File: src/hdl/izc_fifo.sv
// izc_fifo: small register queue of fixed word width
// no package dependency

module izc_fifo #(
    parameter int WIDTH = 8,
    parameter int DEPTH = 2
) (
    input  logic             i_clk,
    input  logic             i_rst_n,
    input  logic             i_wr,
    input  logic [WIDTH-1:0] i_wdata,
    output logic             o_full,
    input  logic             i_rd,
    output logic [WIDTH-1:0] o_rdata,
    output logic             o_empty
);
    localparam int AW = (DEPTH > 1) ? $clog2(DEPTH) : 1;
    localparam int CW = $clog2(DEPTH + 1);

    logic [WIDTH-1:0] r_mem [DEPTH];
    logic [AW-1:0]    r_wp, r_rp;
    logic [CW-1:0]    r_cnt;
    logic             wr_en, rd_en;

    assign o_full  = (r_cnt == CW'(DEPTH));
    assign o_empty = (r_cnt == '0);
    assign wr_en   = i_wr & ~o_full;
    assign rd_en   = i_rd & ~o_empty;
    assign o_rdata = r_mem[r_rp];

    always_ff @(posedge i_clk) begin
        if (!i_rst_n) begin
            r_wp  <= '0;
            r_rp  <= '0;
            r_cnt <= '0;
        end else begin
            if (wr_en) begin
                r_wp <= (r_wp == AW'(DEPTH - 1)) ? '0 : r_wp + AW'(1);
            end
            if (rd_en) begin
                r_rp <= (r_rp == AW'(DEPTH - 1)) ? '0 : r_rp + AW'(1);
            end
            if (wr_en && !rd_en) begin
                r_cnt <= r_cnt + CW'(1);
            end else if (rd_en && !wr_en) begin
                r_cnt <= r_cnt - CW'(1);
            end
        end
    end

    always_ff @(posedge i_clk) begin
        if (wr_en) begin
            r_mem[r_wp] <= i_wdata;
        end
    end

endmodule

File: config.mk
export PLATFORM = sky130hd
export DESIGN_NAME = izc_fifo
export DESIGN_NICKNAME = d
export VERILOG_FILES = /design/src/hdl/izc_fifo.sv
export SDC_FILE = /design/constraint.sdc
export NUM_CORES = 1
export LEC_CHECK = 0
export BUFFER_PORTS_ARGS = -buffer_cell sky130_fd_sc_hd__buf_2
export CAP_MARGIN = 40
export CORE_MARGIN = 5
export CORE_UTILIZATION = 52
export DETAILED_ROUTE_END_ITERATION = 7
export MAX_ROUTING_LAYER = met4
export PLACE_DENSITY = 0.76
export SLEW_MARGIN = 40
export SYNTH_ARGS = -nofsm -noshare
export SYNTH_HDL_FRONTEND = slang
export SYNTH_SLANG_ARGS = --single-unit
File: constraint.sdc
create_clock -name i_clk -period 2.86 [get_ports i_clk]
set_input_delay 0.429 -clock i_clk [delete_from_list [all_inputs] [get_ports i_clk]]
set_output_delay 0.429 -clock i_clk [all_outputs]
set_load 0.05 [all_outputs]
==> flow_summary.toml, run 1 <==
[sta]
skew_ps = 3.886
hold_viol = 0
timing.fmax_mhz = 537.5
period_minus_slack_ps = 1861
setup_viol = 0
setup_tns_ps = 0
worstMarginPinSlew_ps = 676.4
period_share_pct = 65.05
rsz0062_at_grt = "no"
finalMaxSlewViolations = 0
relSlewSlack_pct = 54.66

[setup_path]
end_kind = "primary output"
worstSetupPathType = "reg -> out"
cp.required_ps = 2430
arrival_ps = 1430
worst_path_max_delay_cell = "dfxtp_1"
crit_fanout = 8
regToRegStartpoint = "r_cnt[0]"
critPathMaxStageDelay_ps = 550
path_cells = "mux2_2 > buf_2"
startpoint_type = "register"

[synth]
synthFlopType = "edfxtp_1"
syn_area_per_cell_sq_um = 16.19
synth_edf_count = 16
synth_nets = 63
synth_cell_types = 20
synth_mux_area_share_pct = 11.13
synth-seq-cells = 21
synth_fa_ha_area_share_pct = 1.546
synth_top_family_by_area = "multiplexers"
syn_area_sq_um = 809.5
synth-xor-area-share_pct = 3.246
synth_seq_area_share_pct = 71.72
synth-simple-area-share_pct = 6.801
synth_warnings = 0
synth_compound_area_share_pct = 4.019
synthCells = 50
async_flop_share_pct = 0

[placement]
dp_hpwl_um = 922.5
dp_cells = 86
portBuffers = 21
gp_congestion = 0.7004

[grt]
antenna_found_initial = 0
grt_pass1_vias = 487
grt_max_degree = 13
track_usage_pct = 12.15
grt_first_pass_wirelength_um = 2214
overflow = 0

[clock_tree]
postCtsSetupBuffers = 0
clock_sinks = 21
clk_pin_slew_ps = 110
cts_buffer_depth = 2
cts_resized = 0
cts_tree = "yes"
ctsHoldBuffers = 0
cts_root_buffer = "clkbuf_4"
cts_buffers = 3
ctsHtreeMaxLevel = 1
clock_latency_ps = 290

[routing]
drt-met1-wl_um = 532
top_layer = "met4"
first_pass_iters = 3
drt_iter0_drc = 3
routedWlPerCell_um = 13.77
ant_nets = 0
dr_wl_met2_um = 635
drc = 0
drt-total-wl_um = 1239
dr_total_vias = 456
vias_per_cell = 5.067
route.met3.wl_um = 63

[power_and_ir_drop]
vdd_drop_max_mv = 0.6526
power_density_mw_per_mm2 = 1022
p_total_mw = 0.9781
p_leak_nw = 0.3817

[cells_and_area]
final_common_cell = "buf_2"
final_cell_mix = "21 x buf_2, 16 x edfxtp_1, 8 x mux2_2, 5 x dfxtp_1"
layout-drive-gt1-share_pct = 47.30
area_growth_pct = 18.24
final_cells = 90
finalNetCount = 88
n_antenna_cell = 0

[min_path]
worstHoldStart = "i_wdata[6]"
hold_class = "in -> reg"

[run_status]
status = "finished clean"

[die]
die_h_um = 49.46
ios = 22
rows = 14
die_width_um = 49.46
initial_core_util_pct = 54.37
core-area_sq_mm = 0.001489
die_area_sq_mm = 0.002446

[job]
drv_cap = 0
## metal layers
metal,up-vias,global-route usage [%]
li1,228,-
met1,216,15.43
met2,10,18.45
met3,2,3.012
met4,0,5.240
met5,-,-
## flip-flops by register name, indices dropped and copies added (netlist names), named ones only
signal and cells:
r_mem 16, r_cnt 2, r_rp 1, r_wp 1
## synthesized netlist by cell type (2+ instances only)
master	n	area, sq um
and2_1	3	18.77
edfxtp_1	16	480.5
nor2_1	2	7.510
xnor2_1	2	17.52
mux2_2	8	90.09
dfxtp_1	5	100.1
## metrics by stage
stage	util, %	hold slack, ps	setup WS, ps	cell area, sq um
after floorplan	-	483.3	1231	809.5
after global placement	62.44	507.3	1312	929.6
after detailed placement	62.44	520.2	1292	929.6
after CTS	64.29	306.5	969.5	957.2
after global routing	64.29	283.3	905.0	957.2
final	64.29	315.1	999.4	957.2
## worst paths after layout
kind	endpoint	slack, ps	depth (start not counted)
max	o_rdata[2]	1000	2
min	r_mem[0][6]	320	1
max reg2reg	r_cnt[1]	1270	6
min reg2reg	r_cnt[1]	540	2
## logic make-up (layout without fill, tap and decap cells)
group,count (synthesis),after routing
flip-flops,21,21
AND/OR/NAND/NOR,9,9
multiplexers,8,8
AO/OA/AOI/OAI,5,5
XOR/XNOR,3,3
buffers and inverters,3,27
adder cells (fa/ha/maj),1,1
## final cells by class
type	count	area, sq um
well taps	16	20.02
inverters	2	7.507
flip-flops and latches	21	580.6
repair buffers	21	105.1
clock buffers	3	22.52
fillers	112	531.8
multi-input cells	26	216.5
clock inverters	1	5.005
## critical path, delay by kind of cell (launching register included)
family,cells,cell delay (ps)
buf+inv,1,210
mux,1,380
flops,1,550
## where the power goes
group / switching [mW] / internal (mW) / total (mW)
clock network: 0.0843 / 0.0520 / 0.136
logic: 0.278 / 0.133 / 0.411
registers: 0.0414 / 0.389 / 0.431
total: 0.404 / 0.574 / 0.978
Power figures use the tool's default switching activity.
==> run 2, diff against run 1 <==
--- a/config.mk
+++ b/config.mk
@@ -8,10 +8,10 @@
 export BUFFER_PORTS_ARGS = -buffer_cell sky130_fd_sc_hd__buf_2
 export CAP_MARGIN = 40
 export CORE_MARGIN = 5
-export CORE_UTILIZATION = 52
+export CORE_UTILIZATION = 49
 export DETAILED_ROUTE_END_ITERATION = 7
 export MAX_ROUTING_LAYER = met4
-export PLACE_DENSITY = 0.76
+export PLACE_DENSITY = 0.72
 export SLEW_MARGIN = 40
 export SYNTH_ARGS = -nofsm -noshare
 export SYNTH_HDL_FRONTEND = slang
==> constraint.sdc (replaced) <==
create_clock -name i_clk -period 1.75 [get_ports i_clk]
set_input_delay 0.2625 -clock i_clk [delete_from_list [all_inputs] [get_ports i_clk]]
set_output_delay 0.2625 -clock i_clk [all_outputs]
set_load 0.05 [all_outputs]
==> flow_summary.toml, run 2 (synthesis gave the netlist of run 1 again) <==
[min_path]
min_to = "r_mem[1][0]"
worstHoldStart = "i_wdata[0]"
hold_class = "in -> reg"
whs_path_depth = 1

[cells_and_area]
seq_area_sq_um = 583.1
fillCellCount = 132
largest_reg_flops = 16
multiInputGateArea_sq_um = 216.5
largestRegisters = "r_mem: 16 flops, r_cnt: 2 flops"
layout-drive-gt1-share_pct = 50.00
design_area_sq_um = 973.4
n_antenna_cell = 0
finalNetCount = 90
final_cell_mix = "21 x buf_2, 16 x edfxtp_1, 8 x mux2_2"
largest-register = "r_mem"
area_growth_pct = 20.25
final_cells = 92
final_common_cell = "buf_2"
final_util_pct = 63.15

[setup_path]
worstSetupPathType = "reg -> out"
worst_path_max_delay_cell = "dfxtp_2"
arrival_ps = 1310
r2r_cells = 6
critPathMaxStageDelay_ps = 450
cp.required_ps = 1490
worst-r2r-setup-slack_ps = 200
crit_fanout = 8
reg2reg_to = "r_cnt[1]"
startpoint_type = "register"
path_cells = "mux2_2 > buf_2"
regToRegStartpoint = "r_cnt[0]"
end_kind = "primary output"

[clock_tree]
cts_buffers = 3
cts_root_buffer = "clkbuf_4"
clk_pin_slew_ps = 110
cts_buffer_depth = 2
clock_latency_ps = 290
cts_tree = "yes"
clock_sinks = 21
ctsHtreeMaxLevel = 1
postCtsSetupBuffers = 0

[power_and_ir_drop]
p_leak_nw = 0.3896
power_density_mw_per_mm2 = 1671
vdd_drop_max_mv = 0.9105
p_total_mw = 1.626

[grt]
grt_pass1_vias = 511
grt_max_degree = 12
grt_first_pass_wirelength_um = 2145
antenna_found_initial = 0
overflow = 0
track_usage_pct = 11.28

[placement]
gp_congestion = 0.6976
portBuffers = 21
place_ws_ps = 158.5
placed_cell_area_sq_um = 944.7
dp_hpwl_um = 975.8
dp_cells = 88

[sta]
worstMarginPinSlew_ps = 396.1
hold_viol = 0
setup_viol = 0
period_minus_slack_ps = 1577
finalMaxSlewViolations = 0
post-route-worst-setup-slack_ps = 173.1
timing.hold.ws_ps = 150.2
timing.fmax_mhz = 634.2
period_share_pct = 90.11
setup_tns_ps = 0
rsz0062_at_grt = "no"
skew_ps = 2.647
relSlewSlack_pct = 73.59

[routing]
drt-total-wl_um = 1275
drt_iter0_drc = 6
routedWlPerCell_um = 13.86
vias_per_cell = 5.283
dr_total_vias = 486
ant_nets = 0
drc = 0
first_pass_iters = 3

[die]
core-area_sq_mm = 0.001541
die_h_um = 50.65
rows = 14
die_area_sq_mm = 0.002565
ios = 22
die_width_um = 50.65
initial_core_util_pct = 52.52

[run_status]
status = "finished clean"

[job]
drv_cap = 0
-- run 2: cell count changes in the layout (fill, tap and decap cells not counted), sizes merged --
cell    change
buf         +2
clkbuf      +1
clkinv      -1
-- run 2: worst max-delay path by stage --
stage / endpoint / slack [ps] / cells past startpoint
after floorplan: r_cnt[1] / 120 / 6
after global placement: r_cnt[1] / 270 / 6
after detailed placement: r_cnt[1] / 160 / 6
after CTS: o_rdata[3] / 30 / 2
after global routing: r_cnt[1] / 60 / 6
final: o_rdata[0] / 170 / 2
-- run 2: layer usage --
layer / global-route usage (%) / wire length [um] / vias up
li1: - / - / 235
met1: 12.08 / 478 / 236
met2: 19.83 / 707 / 13
met3: 2.959 / 81 / 2
met4: 3.830 / 8 / 0
met5: - / 0 / -
-- run 2: area by class of cell --
class | instances | area share (%)
sequential | 21 | 59.90
multi-input combinational | 26 | 22.24
timing repair buffer | 23 | 12.34
clock buffer | 4 | 2.699
tap | 16 | 2.057
inverter | 2 | 0.7712
-- run 2: critical path, delay by kind of cell (launching register included) --
family	cells	cell delay [ps]
buffers and inverters	1	210
muxes	1	360
DFF	1	450
-- run 2: report_power, final --
| part | internal, mW | total (mW) | switching [mW] |
|---|---|---|---|
| Combinational | 0.233 | 0.698 | 0.465 |
| Clock | 0.0886 | 0.220 | 0.132 |
| Sequential | 0.640 | 0.708 | 0.0676 |
| Total | 0.962 | 1.63 | 0.664 |
-- run 2: timing repair --
item	4_1_cts	5_1_grt
endpoints found under the setup margin	0	9
hold buffers	0	0
resized for setup	0	2
