## src/hdl/izc_pkg.sv

```systemverilog
// izc_pkg: types, constants and arithmetic helpers of the impedance-to-component unit
// no dependencies; imported by every module under hdl but izc_fifo

package izc_pkg;

    typedef struct packed {
        logic signed [39:0] z_re;
        logic signed [39:0] z_im;
        logic [19:0]        test_freq;
    } t_in_item;

    typedef struct packed {
        logic               is_inductive;
        logic               is_parallel;
        logic signed [39:0] model_re;
        logic signed [39:0] model_im;
        logic [62:0]        reactive_value;
        logic signed [47:0] quality;
        logic               math_error;
    } t_out_item;

    // classified word handed from front to back
    typedef struct packed {
        logic signed [39:0] z_re;
        logic signed [39:0] z_im;
        logic [19:0]        freq;
        logic               comp;
        logic signed [40:0] ar;
        logic signed [40:0] ai;
        logic signed [40:0] dr;
        logic signed [40:0] di;
    } t_task;

    typedef struct packed {
        logic        start;
        logic [95:0] a_mag;
        logic [63:0] b_mag;
        logic        neg;
    } t_mul_req;

    typedef struct packed {
        logic                done;
        logic signed [127:0] prod;
    } t_mul_rsp;

    typedef struct packed {
        logic         start;
        logic [127:0] num;
        logic [83:0]  den;
        logic [6:0]   qbits;
    } t_div_req;

    typedef struct packed {
        logic        done;
        logic [63:0] quo;
        logic        ovf;
    } t_div_rsp;

    typedef struct packed {
        logic signed [39:0] val;
        logic               err;
    } t_sat40;

    typedef enum logic [2:0] {
        CFG_COMP_ENABLE = 3'd0,
        CFG_OPEN_RE     = 3'd1,
        CFG_OPEN_IM     = 3'd2,
        CFG_SHORT_RE    = 3'd3,
        CFG_SHORT_IM    = 3'd4,
        CFG_MODEL_SEL   = 3'd5
    } t_cfg_idx;

    typedef enum logic [3:0] {
        BK_IDLE, BK_CMUL, BK_CDIV, BK_NMUL, BK_PDIV, BK_RMUL, BK_RDIV, BK_QDIV, BK_DONE
    } t_bk_state;

    localparam logic [1:0] MODEL_AUTO     = 2'd0;
    localparam logic [1:0] MODEL_SERIES   = 2'd1;
    localparam logic [1:0] MODEL_PARALLEL = 2'd2;

    localparam logic signed [39:0] S40_MAX = 40'sh7F_FFFF_FFFF;
    localparam logic signed [39:0] S40_MIN = 40'sh80_0000_0000;
    localparam logic signed [47:0] Q48_MAX = 48'sh7FFF_FFFF_FFFF;
    localparam logic signed [47:0] Q48_MIN = 48'sh8000_0000_0000;
    localparam logic [62:0]  R_MAX    = 63'h7FFF_FFFF_FFFF_FFFF;
    localparam logic [63:0]  K_REACT  = 64'd159154943091895336;
    localparam logic [63:0]  TAN5_Q32 = 64'd375760949;
    localparam logic [63:0]  GIGA     = 64'd1000000000;
    localparam logic [127:0] LIMIT_SQ = 128'd1000000000000;

    localparam logic [6:0] QB_S40 = 7'd40;
    localparam logic [6:0] QB_Q48 = 7'd48;
    localparam logic [6:0] QB_CAP = 7'd64;
    localparam logic [6:0] QB_IND = 7'd63;

    function automatic logic [127:0] mag128(input logic signed [127:0] v);
        return v[127] ? 128'(-v) : 128'(v);
    endfunction

    function automatic logic [95:0] mag96(input logic signed [127:0] v);
        logic [127:0] m;
        m = mag128(v);
        return m[95:0];
    endfunction

    function automatic logic [63:0] mag64(input logic signed [63:0] v);
        return v[63] ? 64'(-v) : 64'(v);
    endfunction

    function automatic logic [39:0] mag40(input logic signed [39:0] v);
        return v[39] ? 40'(~v + 40'd1) : 40'(v);
    endfunction

    // quotient magnitude with sign to saturated 40 bit value
    function automatic t_sat40 sat40(input logic [63:0] q, input logic ovf, input logic neg);
        t_sat40 s;
        s.err = 1'b0;
        if (neg) begin
            if (ovf || q > 64'h0000_0080_0000_0000) begin
                s.val = S40_MIN;
                s.err = 1'b1;
            end else begin
                s.val = 40'(-q[39:0]);
            end
        end else begin
            if (ovf || q > 64'h0000_007F_FFFF_FFFF) begin
                s.val = S40_MAX;
                s.err = 1'b1;
            end else begin
                s.val = q[39:0];
            end
        end
        return s;
    endfunction

endpackage

```

## src/hdl/izc_fifo.sv

```systemverilog
// izc_fifo: small register queue of fixed word width
// no package dependency

module izc_fifo #(
    parameter int WIDTH = 8,
    parameter int DEPTH = 2
) (
    input  logic             i_clk,
    input  logic             i_rst_n,
    input  logic             i_wr,
    input  logic [WIDTH-1:0] i_wdata,
    output logic             o_full,
    input  logic             i_rd,
    output logic [WIDTH-1:0] o_rdata,
    output logic             o_empty
);
    localparam int AW = (DEPTH > 1) ? $clog2(DEPTH) : 1;
    localparam int CW = $clog2(DEPTH + 1);

    logic [WIDTH-1:0] r_mem [DEPTH];
    logic [AW-1:0]    r_wp, r_rp;
    logic [CW-1:0]    r_cnt;
    logic             wr_en, rd_en;

    assign o_full  = (r_cnt == CW'(DEPTH));
    assign o_empty = (r_cnt == '0);
    assign wr_en   = i_wr & ~o_full;
    assign rd_en   = i_rd & ~o_empty;
    assign o_rdata = r_mem[r_rp];

    always_ff @(posedge i_clk) begin
        if (!i_rst_n) begin
            r_wp  <= '0;
            r_rp  <= '0;
            r_cnt <= '0;
        end else begin
            if (wr_en) begin
                r_wp <= (r_wp == AW'(DEPTH - 1)) ? '0 : r_wp + AW'(1);
            end
            if (rd_en) begin
                r_rp <= (r_rp == AW'(DEPTH - 1)) ? '0 : r_rp + AW'(1);
            end
            if (wr_en && !rd_en) begin
                r_cnt <= r_cnt + CW'(1);
            end else if (rd_en && !wr_en) begin
                r_cnt <= r_cnt - CW'(1);
            end
        end
    end

    always_ff @(posedge i_clk) begin
        if (wr_en) begin
            r_mem[r_wp] <= i_wdata;
        end
    end

endmodule

```

## src/hdl/izc_front.sv

```systemverilog
// izc_front: takes measured words, forms the lead differences, queues them for the back end
// depends on izc_pkg and izc_fifo

module izc_front
    import izc_pkg::*;
#(
    parameter int DEPTH = 2
) (
    input  logic               i_clk,
    input  logic               i_rst_n,
    input  logic               i_push,
    output logic               o_full,
    input  t_in_item           i_item,
    input  logic               i_comp_enable,
    input  logic signed [39:0] i_open_re,
    input  logic signed [39:0] i_open_im,
    input  logic signed [39:0] i_short_re,
    input  logic signed [39:0] i_short_im,
    output t_task              o_task,
    output logic               o_task_empty,
    input  logic               i_task_pop
);
    t_task                   cls;
    logic [$bits(t_task)-1:0] q_rdata;

    always_comb begin
        cls.z_re = i_item.z_re;
        cls.z_im = i_item.z_im;
        cls.freq = i_item.test_freq;
        cls.comp = i_comp_enable;
        cls.ar   = {i_item.z_re[39], i_item.z_re} - {i_short_re[39], i_short_re};
        cls.ai   = {i_item.z_im[39], i_item.z_im} - {i_short_im[39], i_short_im};
        cls.dr   = {i_open_re[39], i_open_re} - {i_item.z_re[39], i_item.z_re};
        cls.di   = {i_open_im[39], i_open_im} - {i_item.z_im[39], i_item.z_im};
    end

    izc_fifo #(
        .WIDTH($bits(t_task)),
        .DEPTH(DEPTH)
    ) u_queue (
        .i_clk  (i_clk),
        .i_rst_n(i_rst_n),
        .i_wr   (i_push),
        .i_wdata(cls),
        .o_full (o_full),
        .i_rd   (i_task_pop),
        .o_rdata(q_rdata),
        .o_empty(o_task_empty)
    );

    assign o_task = t_task'(q_rdata);

endmodule

```

## config.mk

```make
export PLATFORM = sky130hd
export DESIGN_NAME = izc_front
export DESIGN_NICKNAME = d
export VERILOG_FILES = /design/src/hdl/izc_pkg.sv /design/src/hdl/izc_fifo.sv /design/src/hdl/izc_front.sv
export SDC_FILE = /design/constraint.sdc
export NUM_CORES = 1
export LEC_CHECK = 0
export BUFFER_PORTS_ARGS = -buffer_cell sky130_fd_sc_hd__buf_4
export CAP_MARGIN = 20
export CORE_MARGIN = 1.5
export CORE_UTILIZATION = 55
export CTS_CLUSTER_SIZE = 20
export DETAILED_ROUTE_END_ITERATION = 10
export MAX_ROUTING_LAYER = met4
export PLACE_DENSITY = 0.87
export RECOVER_POWER = 50
export SYNTH_ARGS = -nofsm -noshare
export SYNTH_HDL_FRONTEND = slang
export SYNTH_HIERARCHICAL = 1
export SYNTH_SLANG_ARGS = --single-unit
export TNS_END_PERCENT = 10
```

## constraint.sdc

```tcl
create_clock -name i_clk -period 23.9 [get_ports i_clk]
set_input_delay 3.585 -clock i_clk [delete_from_list [all_inputs] [get_ports i_clk]]
set_output_delay 3.585 -clock i_clk [all_outputs]
set_load 0.02 [all_outputs]
```

==> out/results.md <==
- Net Count, Synth: 2749
- Clk pwr share: 26.8%
- area of the mapped netlist: 29100 µm²
- post-synthesis to final-layout area growth: 20.1%
- number of antenna violations at the first check in global routing: 4
- Synth Register Bits: 535
- fraction of registers with async set/reset: 0%
- sequential share of the synthesized area: 55.0%
- wire length of the first global-routing pass: 115000 µm
- Sw Share: 32.7%
- final period demand of the worst path: 9.76 ns
- Sink Count: 535
- worst setup path class: input port to register
- net switching power of the design: 1110 µW
- Max Cap Violations: 5
- Max-slew headroom: -177%
- peak supply drop: 0.110 mV
- Setup crit start kind: input port
- synthesis warning total: 6
- number of enable-type register cells in the synthesized netlist: 530
- dominant register cell in the synthesized netlist: sky130_fd_sc_hd__edfxtp_1
- DRC viols: 0
- # H-tree levels: 2
- Reg power frac: 38.1%
- nature of the critical path endpoint: register
- Clock Skews: 0.0167 ns
- Final Power: 3390 µW
- transition time of the tightest slew-check pin: 4.16 ns
- path type of the worst min-delay path: register to register
- Initial Utilization: 55.5%
- fraction of layout instances using a drive strength above 1: 28.6%
- failing checks: capacitance limit, slew limit
- Gate power share: 35.1%
- GRT Resource Usage Total: 28.4%
- run status: finished with violations
- post-synthesis cell type with the largest combined area: sky130_fd_sc_hd__edfxtp_1
- # IOs: 532
- worst hold slack across all endpoints: 0.568 ns
- count of TritonRoute iterations in the first routing pass: 6
- clk_lat worst skew: 0.61 ns
- root buffer selected by CTS: sky130_fd_sc_hd__clkbuf_16
- CTS tree: yes
- Clk pin slew, worst setup/hold paths: 0.06 ns
- number of core rows: 84
- number of failing setup endpoints in the final timing report: 0
- fin crit share: 40.8%
- cell types occupying the most area after synthesis: sky130_fd_sc_hd__edfxtp_1, sky130_fd_sc_hd__mux2_2, sky130_fd_sc_hd__ha_1
- Cell Int Power: 2280 µW
- arrival time of data at the critical path endpoint: 9.98 ns
- gp weighted congestion: 0.937
- number of nets with antenna violations after detailed routing: 0
- area share of the largest cell type after synthesis: 54.7%
- DRC violation total after the first TritonRoute iteration: 1806
- post-route setup TNS: 0 ns
- overall die height: 233 µm
- final HPWL from detailed placement: 56800 µm
- static leakage: 0.0142 µW
- worst-path fanout max: 80
- buffers inserted during post-CTS setup optimization: 0
- average cell area after synthesis: 12.6 µm²
- RSZ-0062 raised after global routing: false
- total via count in the routed design: 21003
- clock buffers created by TritonCTS: 55
- Avg WL per Cell: 21.7 µm
- gr ovfl total: 0
- number of cells produced by synthesis: 2319
- Die Span X: 233 µm
- total of buffers placed on input and output ports: 531
- via count of the first global-routing pass: 20703
- final hold violation count: 0
- largest net degree at the start of global routing: 81
- overall routed net length: 77500 µm
- post-CTS sizing: 0
- DR vias/cell: 5.88
- number of distinct standard cells referenced by the synthesized netlist: 89
- Total Die Area: 54300 µm²
- fin. max-slew vios: 313
- Post-layout nets: 3266
- cts hold-fix bufs: 0
- maximum buffer depth of the clock tree: 3
- maximum clock frequency: 0.102 GHz
- required time worst endpoint: 24.12 ns
- P per Cell Area: 96.8 nW/µm²
- area of the core region: 52400 µm²
-- worst max-delay path, cell delays in order --
cell and delay (ns):
sky130_fd_sc_hd__clkbuf_1 0.11, sky130_fd_sc_hd__and3_1 2.32, sky130_fd_sc_hd__clkbuf_1 2.72, sky130_fd_sc_hd__buf_4 1.15
-- path summary, 6_finish.rpt --
check	from	end	depth (start not counted)	slack (ns)
min	u_queue/r_cnt[1]	u_queue/r_cnt[1]	2	0.57
max	i_push	u_queue/r_mem[1][177]	4	14.14
min reg2reg	u_queue/r_cnt[1]	u_queue/r_cnt[1]	2	0.57
max reg2reg	u_queue/r_cnt[0]	u_queue/r_mem[1][177]	4	16.64
-- power by group through the flow --
stage                     clock, µW  combinational [µW]  sequential, µW
after floorplan                   0                 781            1320
after global placement            0                1170            1300
after detailed placement          0                1190            1300
after CTS                       924                1200            1280
after global routing            957                1260            1300
final                           908                1190            1290
-- cells in the final DEF, fill, tap and decap left out, types with 10 or more instances in the layout --
| cell | n |
|---|---|
| sky130_fd_sc_hd__edfxtp_1 | 530 |
| sky130_fd_sc_hd__bufinv_16 | 10 |
| sky130_fd_sc_hd__o21bai_1 | 16 |
| sky130_fd_sc_hd__clkbuf_16 | 57 |
| sky130_fd_sc_hd__clkbuf_4 | 14 |
| sky130_fd_sc_hd__nor3_1 | 28 |
| sky130_fd_sc_hd__buf_4 | 433 |
| sky130_fd_sc_hd__nand4_1 | 36 |
| sky130_fd_sc_hd__a21o_1 | 88 |
| sky130_fd_sc_hd__xor2_1 | 43 |
| sky130_fd_sc_hd__o21a_1 | 25 |
| sky130_fd_sc_hd__a21oi_1 | 150 |
| sky130_fd_sc_hd__nand2b_1 | 14 |
| sky130_fd_sc_hd__nand2_1 | 117 |
| sky130_fd_sc_hd__a31oi_1 | 22 |
| sky130_fd_sc_hd__o211ai_1 | 14 |
| sky130_fd_sc_hd__xnor2_1 | 96 |
| sky130_fd_sc_hd__clkbuf_1 | 99 |
| sky130_fd_sc_hd__and3_1 | 15 |
| sky130_fd_sc_hd__nor2b_1 | 21 |
| sky130_fd_sc_hd__nand3_1 | 30 |
| sky130_fd_sc_hd__mux2_2 | 265 |
| sky130_fd_sc_hd__clkinv_2 | 13 |
| sky130_fd_sc_hd__nor2_1 | 92 |
| sky130_fd_sc_hd__ha_1 | 161 |
| sky130_fd_sc_hd__inv_1 | 224 |
| sky130_fd_sc_hd__o21ai_0 | 84 |
| sky130_fd_sc_hd__a211oi_1 | 16 |
-- metal layers --
| layer | wire length (µm) | global-route usage, % | part of all wire [%] |
|---|---|---|---|
| met1 | 30100 | 35.1 | 39 |
| met2 | 37100 | 44.9 | 48 |
| met3 | 6330 | 5.97 | 8.2 |
| met4 | 3910 | 13.1 | 5.0 |
| met5 | 0 | - | 0 |
-- cell families (layout without fill, tap and decap cells) --
logic type                 Yosys count  after routing  share of synthesized area, %
adders and majority gates          165            165                          7.19
and+or+nand+nor                    396            396                          6.62
other                                0              4                             0
AOI/OAI and AO/OA                  507            507                          11.8
muxes                              272            272                          10.5
xor gates and xnor gates           139            139                          4.18
buffers and inverters              305            867                          4.68
DFF                                535            535                          55.0
-- metrics by stage --
step	cell area [µm²]	setup WS (ns)	util [%]	cells
after detailed placement	33500	17.09	63.9	3467
final	35000	14.14	66.7	3573
after CTS	35400	16.42	67.6	3569
after global placement	33500	17.21	63.9	3467
after floorplan	29100	9.23	-	2319
after global routing	35000	13.55	66.7	3573
-- Yosys cell counts (all sizes together) (4+ instances only) --
library cell    n
edfxtp        530
mux2          265
inv           224
ha            161
a21oi         154
nand2         118
xnor2          96
nor2           92
o21ai          92
a21o           88
clkbuf         47
xor2           43
nand4          36
buf            34
nand3          30
nor3           28
o21a           25
a31oi          22
nor2b          22
a211oi         16
o21bai         16
and3           15
o211ai         15
nand2b         14
o31ai          11
and2           10
a21boi          8
and4            7
mux2i           7
or2             7
o211a           6
a221oi          5
a41oi           5
dfxtp           5
nor4            5
o2111ai         5
o311ai          5
o31a            5
or3             5
a211o           4
fa              4
-- area by class of cell --
cell class / count / area [µm²]
clock buffer: 63 / 1450
inverter: 224 / 841
multi-input combinational: 1479 / 11600
fill: 3877 / 17500
timing repair buffer: 541 / 3710
tap: 688 / 861
antenna: 4 / 10.0
clock inverter: 39 / 453
sequential: 535 / 16000
-- sequential cells by signal (all words and copies together) (netlist names), named ones only --
name           flops
u_queue/r_wp       1
u_queue/r_cnt      2
u_queue/r_rp       1
u_queue/r_mem    530
Note: power is estimated with default switching activity, not from simulation.
